### src/sv/tsw_pkg.sv
// shared types, constants and the sine table of the three voice wavetable synth
`default_nettype none

package tsw_pkg;

	// stream payload layout
	localparam int FREQ_W     = 16;
	localparam int IN_DATA_W  = 56;
	localparam int OUT_DATA_W = 8;
	localparam int DUTY_W     = 8;

	// tick divider, one sample per SAMPLE_DIVIDE ticks
	localparam int SAMPLE_DIVIDE = 8;
	localparam int TICK_W        = $clog2(SAMPLE_DIVIDE);
	localparam logic [TICK_W-1:0] SAMPLE_LAST = TICK_W'(SAMPLE_DIVIDE - 1);

	// phase accumulators and wavetable
	localparam int PHASE_W     = 16;
	localparam int TABLE_DEPTH = 64;
	localparam int PHASE_IDX_W = $clog2(TABLE_DEPTH);
	localparam logic [7:0] SINE_ROM [TABLE_DEPTH] = '{
		8'd128, 8'd140, 8'd152, 8'd165, 8'd176, 8'd187, 8'd197, 8'd206,
		8'd213, 8'd220, 8'd225, 8'd229, 8'd231, 8'd233, 8'd233, 8'd231,
		8'd229, 8'd225, 8'd220, 8'd213, 8'd206, 8'd197, 8'd187, 8'd176,
		8'd165, 8'd152, 8'd140, 8'd128, 8'd116, 8'd104, 8'd91,  8'd80,
		8'd69,  8'd59,  8'd50,  8'd43,  8'd36,  8'd31,  8'd27,  8'd25,
		8'd23,  8'd23,  8'd25,  8'd27,  8'd31,  8'd36,  8'd43,  8'd50,
		8'd59,  8'd69,  8'd80,  8'd91,  8'd104, 8'd116, 8'd128, 8'd128,
		8'd0,   8'd0,   8'd0,   8'd0,   8'd0,   8'd0,   8'd0,   8'd0
	};

	// phase step = floor(freq * ratio), ratio held as ceil(ratio * 2^30)
	localparam int STEP_SHIFT = 30;
	localparam int RECIP_W    = 30;
	localparam int STEP_PROD_W = FREQ_W + RECIP_W;
	localparam logic [RECIP_W-1:0] ROOT_RECIP  = 30'd548656303; // 7984/15625
	localparam logic [RECIP_W-1:0] THIRD_RECIP = 30'd549755814; // 64/125
	localparam logic [RECIP_W-1:0] FIFTH_RECIP = 30'd550855326; // 8016/15625
	localparam logic [FREQ_W-1:0]  SILENT_ROOT = 16'd800;

	// envelope
	localparam int ENV_W      = 8;
	localparam int ENV_TICK_W = 3;
	localparam logic [ENV_W-1:0] ENV_STEP = 8'd4;
	localparam logic [ENV_W-1:0] ENV_PEAK = 8'd200;

	// drums
	localparam int LEVEL_W = 16;
	localparam int DECAY_W = 15;
	localparam logic [LEVEL_W-1:0] LEVEL_FULL  = 16'h8000;
	localparam logic [LEVEL_W-1:0] LEVEL_FLOOR = 16'd327;
	localparam logic [DECAY_W-1:0] SNARE_DECAY = 15'd30147;
	localparam logic [DECAY_W-1:0] HAT_DECAY   = 15'd28836;
	localparam logic [15:0] LFSR_SEED = 16'hACE1;
	localparam logic [15:0] LFSR_TAPS = 16'hB400;
	localparam int NOISE_W = 8;
	localparam logic signed [NOISE_W-1:0] NOISE_BIAS = 8'sd64;

	// mixing
	localparam int SUM_W        = 10;
	localparam logic [9:0] RECIP3 = 10'd683;
	localparam int RECIP3_SHIFT = 11;
	localparam int MIX_W        = 11;
	localparam logic signed [MIX_W-1:0] MIX_MID = 11'sd128;
	localparam logic signed [MIX_W-1:0] PWM_MIN = 11'sd5;
	localparam logic signed [MIX_W-1:0] PWM_MAX = 11'sd250;

	// request that starts the mixing pipe, with its drum noise
	typedef struct packed {
		logic                              valid;
		logic                              noise_on;
		logic signed [NOISE_W-1:0]         noise;
		logic [LEVEL_W-1:0]                level;
	} drum_t;

	function automatic logic [7:0] wave_at(input logic [PHASE_W-1:0] phase);
		wave_at = SINE_ROM[phase[PHASE_W-1 -: PHASE_IDX_W]];
	endfunction

endpackage

`default_nettype wire

### src/sv/tsw_mix.sv
// mixing pipe: wavetable lookup, voice average, envelope, drum noise and clamp
`default_nettype none

module tsw_mix (
	input  logic                           clk,
	input  logic                           arst_n,
	input  tsw_pkg::drum_t                 drum_s1,
	input  logic [tsw_pkg::PHASE_W-1:0]    root_phase,
	input  logic [tsw_pkg::PHASE_W-1:0]    third_phase,
	input  logic [tsw_pkg::PHASE_W-1:0]    fifth_phase,
	input  logic [tsw_pkg::ENV_W-1:0]      env_level,
	output logic                           pwm_valid,
	output logic [tsw_pkg::DUTY_W-1:0]     pwm_duty
);
	import tsw_pkg::*;

	drum_t drum_s2, drum_s3, drum_s4;

	logic [SUM_W-1:0]           wave_sum;
	logic [SUM_W+9:0]           avg_prod;
	logic [7:0]                 avg_s3;
	logic signed [8:0]          dev;
	logic signed [17:0]         env_prod_s4;
	logic signed [24:0]         noise_prod_s4;
	logic signed [17:0]         env_div;
	logic signed [24:0]         noise_div;
	logic signed [MIX_W-1:0]    env_term;
	logic signed [MIX_W-1:0]    noise_term;
	logic signed [MIX_W-1:0]    mix;

	always_ff @(posedge clk or negedge arst_n) begin
		if (!arst_n) begin
			drum_s2 <= '0;
			drum_s3 <= '0;
			drum_s4 <= '0;
		end else begin
			drum_s2 <= drum_s1;
			drum_s3 <= drum_s2;
			drum_s4 <= drum_s3;
		end
	end

	// s2: phases already hold this sample's update
	always_comb begin
		wave_sum = SUM_W'(wave_at(root_phase)) + SUM_W'(wave_at(third_phase))
			+ SUM_W'(wave_at(fifth_phase));
		avg_prod = (SUM_W+10)'(wave_sum) * (SUM_W+10)'(RECIP3);
	end

	always_ff @(posedge clk) begin
		avg_s3 <= avg_prod[RECIP3_SHIFT +: 8];
	end

	// s3: envelope and noise products
	assign dev = $signed({1'b0, avg_s3}) - 9'sd128;

	always_ff @(posedge clk) begin
		env_prod_s4   <= dev * $signed({1'b0, env_level});
		noise_prod_s4 <= $signed(drum_s3.noise) * $signed({1'b0, drum_s3.level});
	end

	// s4: divide with truncation toward zero, sum and clamp
	always_comb begin
		env_div    = (env_prod_s4 + (env_prod_s4[17] ? 18'sd255 : 18'sd0)) >>> 8;
		noise_div  = (noise_prod_s4 + (noise_prod_s4[24] ? 25'sd32767 : 25'sd0)) >>> 15;
		env_term   = $signed(env_div[MIX_W-1:0]);
		noise_term = drum_s4.noise_on ? $signed(noise_div[MIX_W-1:0]) : '0;
		mix        = MIX_MID + env_term + noise_term;
		if (mix > PWM_MAX) begin
			mix = PWM_MAX;
		end else if (mix < PWM_MIN) begin
			mix = PWM_MIN;
		end
		pwm_duty  = mix[DUTY_W-1:0];
		pwm_valid = drum_s4.valid;
	end

endmodule

`default_nettype wire

### src/sv/three_voice_wavetable_synth.sv
// three voice wavetable synth: tick handling, phase and envelope state, output register
//
// every accepted request on the s_axis side is one timer tick. every eighth tick
// makes one pwm duty sample on the m_axis side; the other ticks give nothing.
// snare and hat strikes take effect on the tick that carries them, sample or not.
// a tick can be accepted in every cycle. ticks that make no sample are taken even
// while a sample waits at the output; a sample tick waits only while the output
// register is full and not being drained.
// a sample is written to the output register through these steps in order:
// the steps, phases and envelope, then lookup and average,
// envelope and noise products, and finally truncating division, sum and clamp.
// the receiver may stall for any length of time; the waiting sample holds.
// after reset all phases, steps and levels are zero, the noise generator holds
// its seed and the first sample comes on the eighth tick.
`default_nettype none

module three_voice_wavetable_synth (
	input  logic                              clk,
	input  logic                              arst_n,
	input  logic                              s_axis_tvalid,
	output logic                              s_axis_tready,
	// root_freq, third_freq, fifth_freq, drums_enabled, snare_strike, hat_strike
	input  logic [tsw_pkg::IN_DATA_W-1:0]     s_axis_tdata,
	output logic                              m_axis_tvalid,
	input  logic                              m_axis_tready,
	// pwm_duty
	output logic [tsw_pkg::OUT_DATA_W-1:0]    m_axis_tdata
);
	import tsw_pkg::*;

	logic [FREQ_W-1:0]  root_freq, third_freq, fifth_freq;
	logic               drums_enabled, snare_strike, hat_strike;
	logic               accept, sample;

	logic [TICK_W-1:0]     tick_q;
	logic [FREQ_W-1:0]     prev_root_q;
	logic [PHASE_W-1:0]    root_step_q, third_step_q, fifth_step_q;
	logic [PHASE_W-1:0]    root_phase_q, third_phase_q, fifth_phase_q;
	logic [ENV_W-1:0]      env_q;
	logic [ENV_TICK_W-1:0] env_tick_q;
	logic                  was_active_q;
	logic [15:0]           noise_q;
	logic [LEVEL_W-1:0]    snare_q, hat_q;
	logic                  out_valid_q;
	logic [DUTY_W-1:0]     out_data_q;

	// s1 registers
	logic [PHASE_W-1:0] root_new_s1, third_new_s1, fifth_new_s1;
	logic               change_s1, loud_s1;
	drum_t              drum_s1;

	logic [STEP_PROD_W-1:0] root_prod, third_prod, fifth_prod;
	logic [LEVEL_W-1:0]     snare_pre, hat_pre, snare_dec, hat_dec;
	logic [LEVEL_W+DECAY_W-1:0] snare_prod, hat_prod;
	logic [15:0]            lfsr_next;
	logic                   noise_on;
	drum_t                  drum_d;

	logic [PHASE_W-1:0]    root_step_d, third_step_d, fifth_step_d;
	logic                  active;
	logic [ENV_W-1:0]      env_base, env_d;
	logic [ENV_TICK_W-1:0] env_tick_d;

	logic                  pwm_valid;
	logic [DUTY_W-1:0]     pwm_duty;

	assign root_freq     = s_axis_tdata[FREQ_W-1:0];
	assign third_freq    = s_axis_tdata[2*FREQ_W-1:FREQ_W];
	assign fifth_freq    = s_axis_tdata[3*FREQ_W-1:2*FREQ_W];
	assign drums_enabled = s_axis_tdata[3*FREQ_W];
	assign snare_strike  = s_axis_tdata[3*FREQ_W+1];
	assign hat_strike    = s_axis_tdata[3*FREQ_W+2];

	assign sample        = (tick_q == SAMPLE_LAST);
	assign s_axis_tready = !sample || !out_valid_q || m_axis_tready;
	assign accept        = s_axis_tvalid && s_axis_tready;

	// tick stage: strikes, drum noise and step products
	always_comb begin
		snare_pre  = snare_strike ? LEVEL_FULL : snare_q;
		hat_pre    = hat_strike ? LEVEL_FULL : hat_q;
		noise_on   = drums_enabled && ((snare_pre > LEVEL_FLOOR) || (hat_pre > LEVEL_FLOOR));
		lfsr_next  = (noise_q >> 1) ^ (noise_q[0] ? LFSR_TAPS : 16'h0000);
		snare_prod = (LEVEL_W+DECAY_W)'(snare_pre) * (LEVEL_W+DECAY_W)'(SNARE_DECAY);
		hat_prod   = (LEVEL_W+DECAY_W)'(hat_pre) * (LEVEL_W+DECAY_W)'(HAT_DECAY);
		snare_dec  = snare_prod[DECAY_W +: LEVEL_W];
		hat_dec    = hat_prod[DECAY_W +: LEVEL_W];
		root_prod  = STEP_PROD_W'(root_freq) * STEP_PROD_W'(ROOT_RECIP);
		third_prod = STEP_PROD_W'(third_freq) * STEP_PROD_W'(THIRD_RECIP);
		fifth_prod = STEP_PROD_W'(fifth_freq) * STEP_PROD_W'(FIFTH_RECIP);

		drum_d.valid    = accept && sample;
		drum_d.noise_on = noise_on;
		drum_d.noise    = $signed({1'b0, lfsr_next[NOISE_W-2:0]}) - NOISE_BIAS;
		drum_d.level    = (snare_pre > hat_pre) ? snare_pre : hat_pre;
	end

	always_ff @(posedge clk or negedge arst_n) begin
		if (!arst_n) begin
			tick_q      <= '0;
			prev_root_q <= '0;
			noise_q     <= LFSR_SEED;
			snare_q     <= '0;
			hat_q       <= '0;
			drum_s1     <= '0;
		end else begin
			drum_s1 <= drum_d;
			if (accept) begin
				if (sample) begin
					tick_q      <= '0;
					prev_root_q <= root_freq;
					if (noise_on) begin
						noise_q <= lfsr_next;
						snare_q <= snare_dec;
						hat_q   <= hat_dec;
					end else begin
						snare_q <= snare_pre;
						hat_q   <= hat_pre;
					end
				end else begin
					tick_q  <= tick_q + 1'b1;
					snare_q <= snare_pre;
					hat_q   <= hat_pre;
				end
			end
		end
	end

	always_ff @(posedge clk) begin
		if (accept && sample) begin
			root_new_s1  <= root_prod[STEP_SHIFT +: PHASE_W];
			third_new_s1 <= third_prod[STEP_SHIFT +: PHASE_W];
			fifth_new_s1 <= fifth_prod[STEP_SHIFT +: PHASE_W];
			change_s1    <= (root_freq != prev_root_q);
			loud_s1      <= (root_freq > SILENT_ROOT);
		end
	end

	// s1: steps, phases and envelope
	always_comb begin
		root_step_d  = root_step_q;
		third_step_d = third_step_q;
		fifth_step_d = fifth_step_q;
		if (change_s1) begin
			root_step_d  = loud_s1 ? root_new_s1 : '0;
			third_step_d = loud_s1 ? third_new_s1 : '0;
			fifth_step_d = loud_s1 ? fifth_new_s1 : '0;
		end
		active     = (root_step_d != '0);
		env_base   = (active && !was_active_q) ? '0 : env_q;
		env_tick_d = env_tick_q + 1'b1;
		env_d      = env_base;
		if (env_tick_d == '0) begin
			if (active) begin
				if (env_base < ENV_PEAK) begin
					env_d = env_base + ENV_STEP;
				end
			end else begin
				env_d = (env_base > ENV_STEP) ? env_base - ENV_STEP : '0;
			end
		end
	end

	always_ff @(posedge clk or negedge arst_n) begin
		if (!arst_n) begin
			root_step_q   <= '0;
			third_step_q  <= '0;
			fifth_step_q  <= '0;
			root_phase_q  <= '0;
			third_phase_q <= '0;
			fifth_phase_q <= '0;
			env_q         <= '0;
			env_tick_q    <= '0;
			was_active_q  <= 1'b0;
		end else if (drum_s1.valid) begin
			root_step_q   <= root_step_d;
			third_step_q  <= third_step_d;
			fifth_step_q  <= fifth_step_d;
			root_phase_q  <= root_phase_q + root_step_d;
			third_phase_q <= third_phase_q + third_step_d;
			fifth_phase_q <= fifth_phase_q + fifth_step_d;
			env_q         <= env_d;
			env_tick_q    <= env_tick_d;
			was_active_q  <= active;
		end
	end

	tsw_mix u_mix (
		.clk         (clk),
		.arst_n      (arst_n),
		.drum_s1     (drum_s1),
		.root_phase  (root_phase_q),
		.third_phase (third_phase_q),
		.fifth_phase (fifth_phase_q),
		.env_level   (env_q),
		.pwm_valid   (pwm_valid),
		.pwm_duty    (pwm_duty)
	);

	// output register, free whenever a sample arrives from the mixing pipe
	always_ff @(posedge clk or negedge arst_n) begin
		if (!arst_n) begin
			out_valid_q <= 1'b0;
		end else if (pwm_valid) begin
			out_valid_q <= 1'b1;
		end else if (m_axis_tready) begin
			out_valid_q <= 1'b0;
		end
	end

	always_ff @(posedge clk) begin
		if (pwm_valid) begin
			out_data_q <= pwm_duty;
		end
	end

	assign m_axis_tvalid = out_valid_q;
	assign m_axis_tdata  = out_data_q;

endmodule

`default_nettype wire

### config.mk
export PLATFORM = sky130hd
export DESIGN_NAME = three_voice_wavetable_synth
export DESIGN_NICKNAME = d
export VERILOG_FILES = /design/src/sv/tsw_pkg.sv /design/src/sv/tsw_mix.sv /design/src/sv/three_voice_wavetable_synth.sv
export SDC_FILE = /design/constraint.sdc
export NUM_CORES = 2
export LEC_CHECK = 0
export BUFFER_PORTS_ARGS = -buffer_cell sky130_fd_sc_hd__buf_2
export CAP_MARGIN = 25
export CORE_MARGIN = 3
export CORE_UTILIZATION = 60
export DETAILED_ROUTE_END_ITERATION = 7
export PLACE_DENSITY = 0.78
export SETUP_SLACK_MARGIN = 0.2
export SYNTH_ARGS = -nofsm -noshare
export SYNTH_HDL_FRONTEND = slang
export SYNTH_SLANG_ARGS = --single-unit
export TNS_END_PERCENT = 20
### constraint.sdc
create_clock -name clk -period 15.15 [get_ports clk]
set_input_delay 1.515 -clock clk [delete_from_list [all_inputs] [get_ports clk]]
set_output_delay 1.515 -clock clk [all_outputs]
set_load 0.01 [all_outputs]
==> summary.md <==
| Metric | Value |
|---|---|
| Status | finished clean |
| Clk_lat worst skew | between 0.5 and 0.6 ns |
| Max Fclk | about 0.11 GHz |
| GR Overflow Total | 0 |
| EDFF count, synth | a little under 60 |
| Die Ht | roughly 300 microns |
| Starting density of the core | 0.610 |
| Router iterations before antenna repair | 6 |
| Top Ports | 70 |
| Root buf cell | clkbuf_16 |
| CTS Buf Count | 40 |
| Rows | around 110 |
| TNS Setup | 0 ns |
| Port Buffers | 64 |
| Max Fanout on Critical Path | 35 |
| Startpoint Class | flop |
| First-pass GRT wire length | between 150000 and 200000 microns |
| Wire length per cell | ~16 microns |
| Synthesized area | 53400 sq um |
| Layout Area Growth over Synthesis | 5.50% |
| Asr flop ratio synth | 0.699 |
| Resize count post-CTS | 0 |
| Sequential share of the synthesized area | 0.170 |
| Reg2Reg Setup Slack | approximately 5.9 ns |
| FF/Latch Area | 9110 sq um |
| Post-Synthesis Cells | about 5400 |
| Final period util | 0.612 |
| Max Slew Vio Count | 0 |
| Synth Register Bits | about 360 |
| Iteration-0 DRC count of the detailed router | 1993 |
| Most common cell type on the critical path | a21oi_1 |
| Clk slew on worst S/H paths | ~0.06 ns |
| DR DRC count | 0 |
| Largest net degree at the start of global routing | ~180 |
| Detail Route Antenna Nets | 0 |
| All-layer global routing usage | 0.243 |
| Die area | between 90000 and 100000 sq um |
| Clock Sinks | roughly 360 |
| Hold crit path type | flop to flop |
| Critical hold path startpoint | u_mix.drum_s2[20] |
| Core area | 87600 sq um |
| DP HPWL | a little under 90000 microns |
| Unique masters post-synth | slightly above 80 |
| Final Hold Viols | 0 |
| Chip Width | around 300 microns |
| Post-Route WL | 108000 microns |
| Worst Setup End Kind | flop |
| Hold depth | 0 |
| Clk_skew | 0.0278 ns |
| Setup CP Type | flop to flop |
| Syn avg cell area | slightly below 10 sq um |
| Ant. Diodes | 0 |
| Worst EP required | 15.64 ns |
| Clk buf depth | 3 |
| Top_reg_cell synth | dfrtp_1 |
| Share of cells above drive strength 1 | 0.0474 |
| Vias in the first global route | between 30000 and 40000 |
| Slowest cell on crit path | dfrtp_1 |
| Hold-fix buffers at CTS | 0 |
| RSZ-0062 raised after global routing | false |
| RePlAce Congestion | about 0.94 |
| CTS tree | yes |
| Post CTS Setup Buffer Count | 0 |
| Worst-margin pin slew | roughly 1.0 ns |
| Filler cells | 6894 |
| Setup Viol. Count Final | 0 |
| Period minus WS final | around 9.3 ns |
| Max-Cap Viols | 0 |
| Critical path arrival | approximately 9.8 ns |
| Reg2reg start | root_phase_q[13] |
| Worst R2R End | u_mix.avg_s3[7] |
| Post-synth net total | 7209 |
| H-tree Lvls | 2 |
| Vias per inst | 5.53 |
| Initial antenna violation count | 0 |
| Critical path's largest stage delay | ~1 ns |
| Ys Warns | 0 |
| Routed via count | around 37000 |
| Nets | between 7000 and 8000 |
| Max_slew headroom | 0.308 |
| Reg2reg path depth | 32 |
| Hold endpoint | u_mix.drum_s3[20] |
| Multi-input logic area | 39400 sq um |
-- area by class of cell --
cell class	instances	share of cell area
multi-input cells	3764	0.700
flip-flops and latches	362	0.162
inverters	1188	0.0792
well taps	1155	0.0257
clock buffers	49	0.0202
repair buffers	78	0.00791
clock inverters	25	0.00520
-- cells in the mapped netlist (all sizes together), types with 14 or more instances --
master / n / area, sq um
inv: 1185 / 4450
ha: 1049 / 13100
fa: 684 / 13700
nand2: 317 / 1190
dfrtp: 245 / 6130
o21ai: 231 / 1160
a21oi: 217 / 1090
nor2: 141 / 529
xnor2: 125 / 1090
and2: 122 / 763
a21o: 85 / 638
xor2: 83 / 727
clkbuf: 82 / 308
nand2b: 67 / 419
nor2b: 62 / 388
edfxtp: 58 / 1740
nand3: 56 / 280
mux2: 52 / 586
dfxtp: 51 / 1020
nor3: 37 / 185
a22o: 30 / 263
o21a: 30 / 225
mux2i: 29 / 290
nand4: 29 / 181
o21bai: 25 / 188
a211oi: 21 / 158
a21boi: 20 / 150
a31oi: 20 / 131
buf: 20 / 80.1
and3: 18 / 113
or2: 18 / 113
o211ai: 14 / 105
-- through the flow --
stage	cell area (sq um)	std cells	util	hold WS, ns	setup WS [ns]
2_1_floorplan	53400	5416	-	0.331	7.50
3_3_place_gp	54900	6546	0.627	0.331	6.00
3_5_place_dp	54900	6546	0.627	0.335	5.90
4_1_cts	56300	6620	0.643	0.347	5.85
5_1_grt	56300	6621	0.643	0.353	5.22
6_report	56300	6621	0.643	0.345	5.88
-- how the worst max path moves through the flow --
stage / start / endpoint / slack (ns)
floorplan: third_phase_q[11] / u_mix.avg_s3[7] / 7.50
global placement: root_phase_q[13] / u_mix.avg_s3[7] / 6.00
detailed placement: root_phase_q[13] / u_mix.avg_s3[7] / 5.90
CTS: root_phase_q[13] / u_mix.avg_s3[7] / 5.85
global route: root_phase_q[13] / u_mix.avg_s3[7] / 5.22
finish: root_phase_q[13] / u_mix.avg_s3[7] / 5.88
-- worst max-delay path, delay by kind of cell (launching register included) --
kind,cells,cell delay [ns]
fa+ha+maj,8,3.02
compound gates,15,2.84
flops,1,1.02
mux,2,0.86
buf+inv,4,0.75
xor+xnor,3,0.67
-- kinds of logic after synthesis --
group / count (synthesis) / synth area share
compound gates: 804 / 0.0955
xor+xnor: 208 / 0.0341
fa+ha+maj: 1733 / 0.502
buf+inv: 1290 / 0.0908
flops: 362 / 0.170
mux: 90 / 0.0202
simple gates: 929 / 0.0867
-- cells in the final DEF (no fill, tap or decap), types with 29 or more instances in the layout --
cell type	n
fa_1	684
nand2_1	317
xor2_1	83
mux2i_1	29
edfxtp_1	58
ha_1	1049
a22o_1	30
dfxtp_1	51
clkbuf_16	42
a21oi_1	216
xnor2_1	125
nor3_1	37
nand2b_1	67
and2_1	120
nand3_1	56
mux2_2	52
o21a_1	30
dfrtp_1	244
nor2_1	141
inv_1	1184
nor2b_1	62
nand4_1	29
buf_2	63
a21o_1	85
o21ai_0	229
-- sequential cells by signal, indices dropped and copies added (netlist names), 18 cells and up --
register             cells
drum_s1                 25
u_mix.drum_s2           25
u_mix.drum_s3           25
u_mix.env_prod_s4       18
u_mix.noise_prod_s4     25
-- layer usage --
layer,global-route usage,wire [microns],vias up
met3,0.0298,4780,201
met5,0,0,-
met1,0.326,47600,18000
met4,0.0727,3300,0
li1,-,-,17600
met2,0.414,52500,734
Power is not shown: default switching activity piles up to over one toggle a cycle in this logic, so the estimate is an artifact.
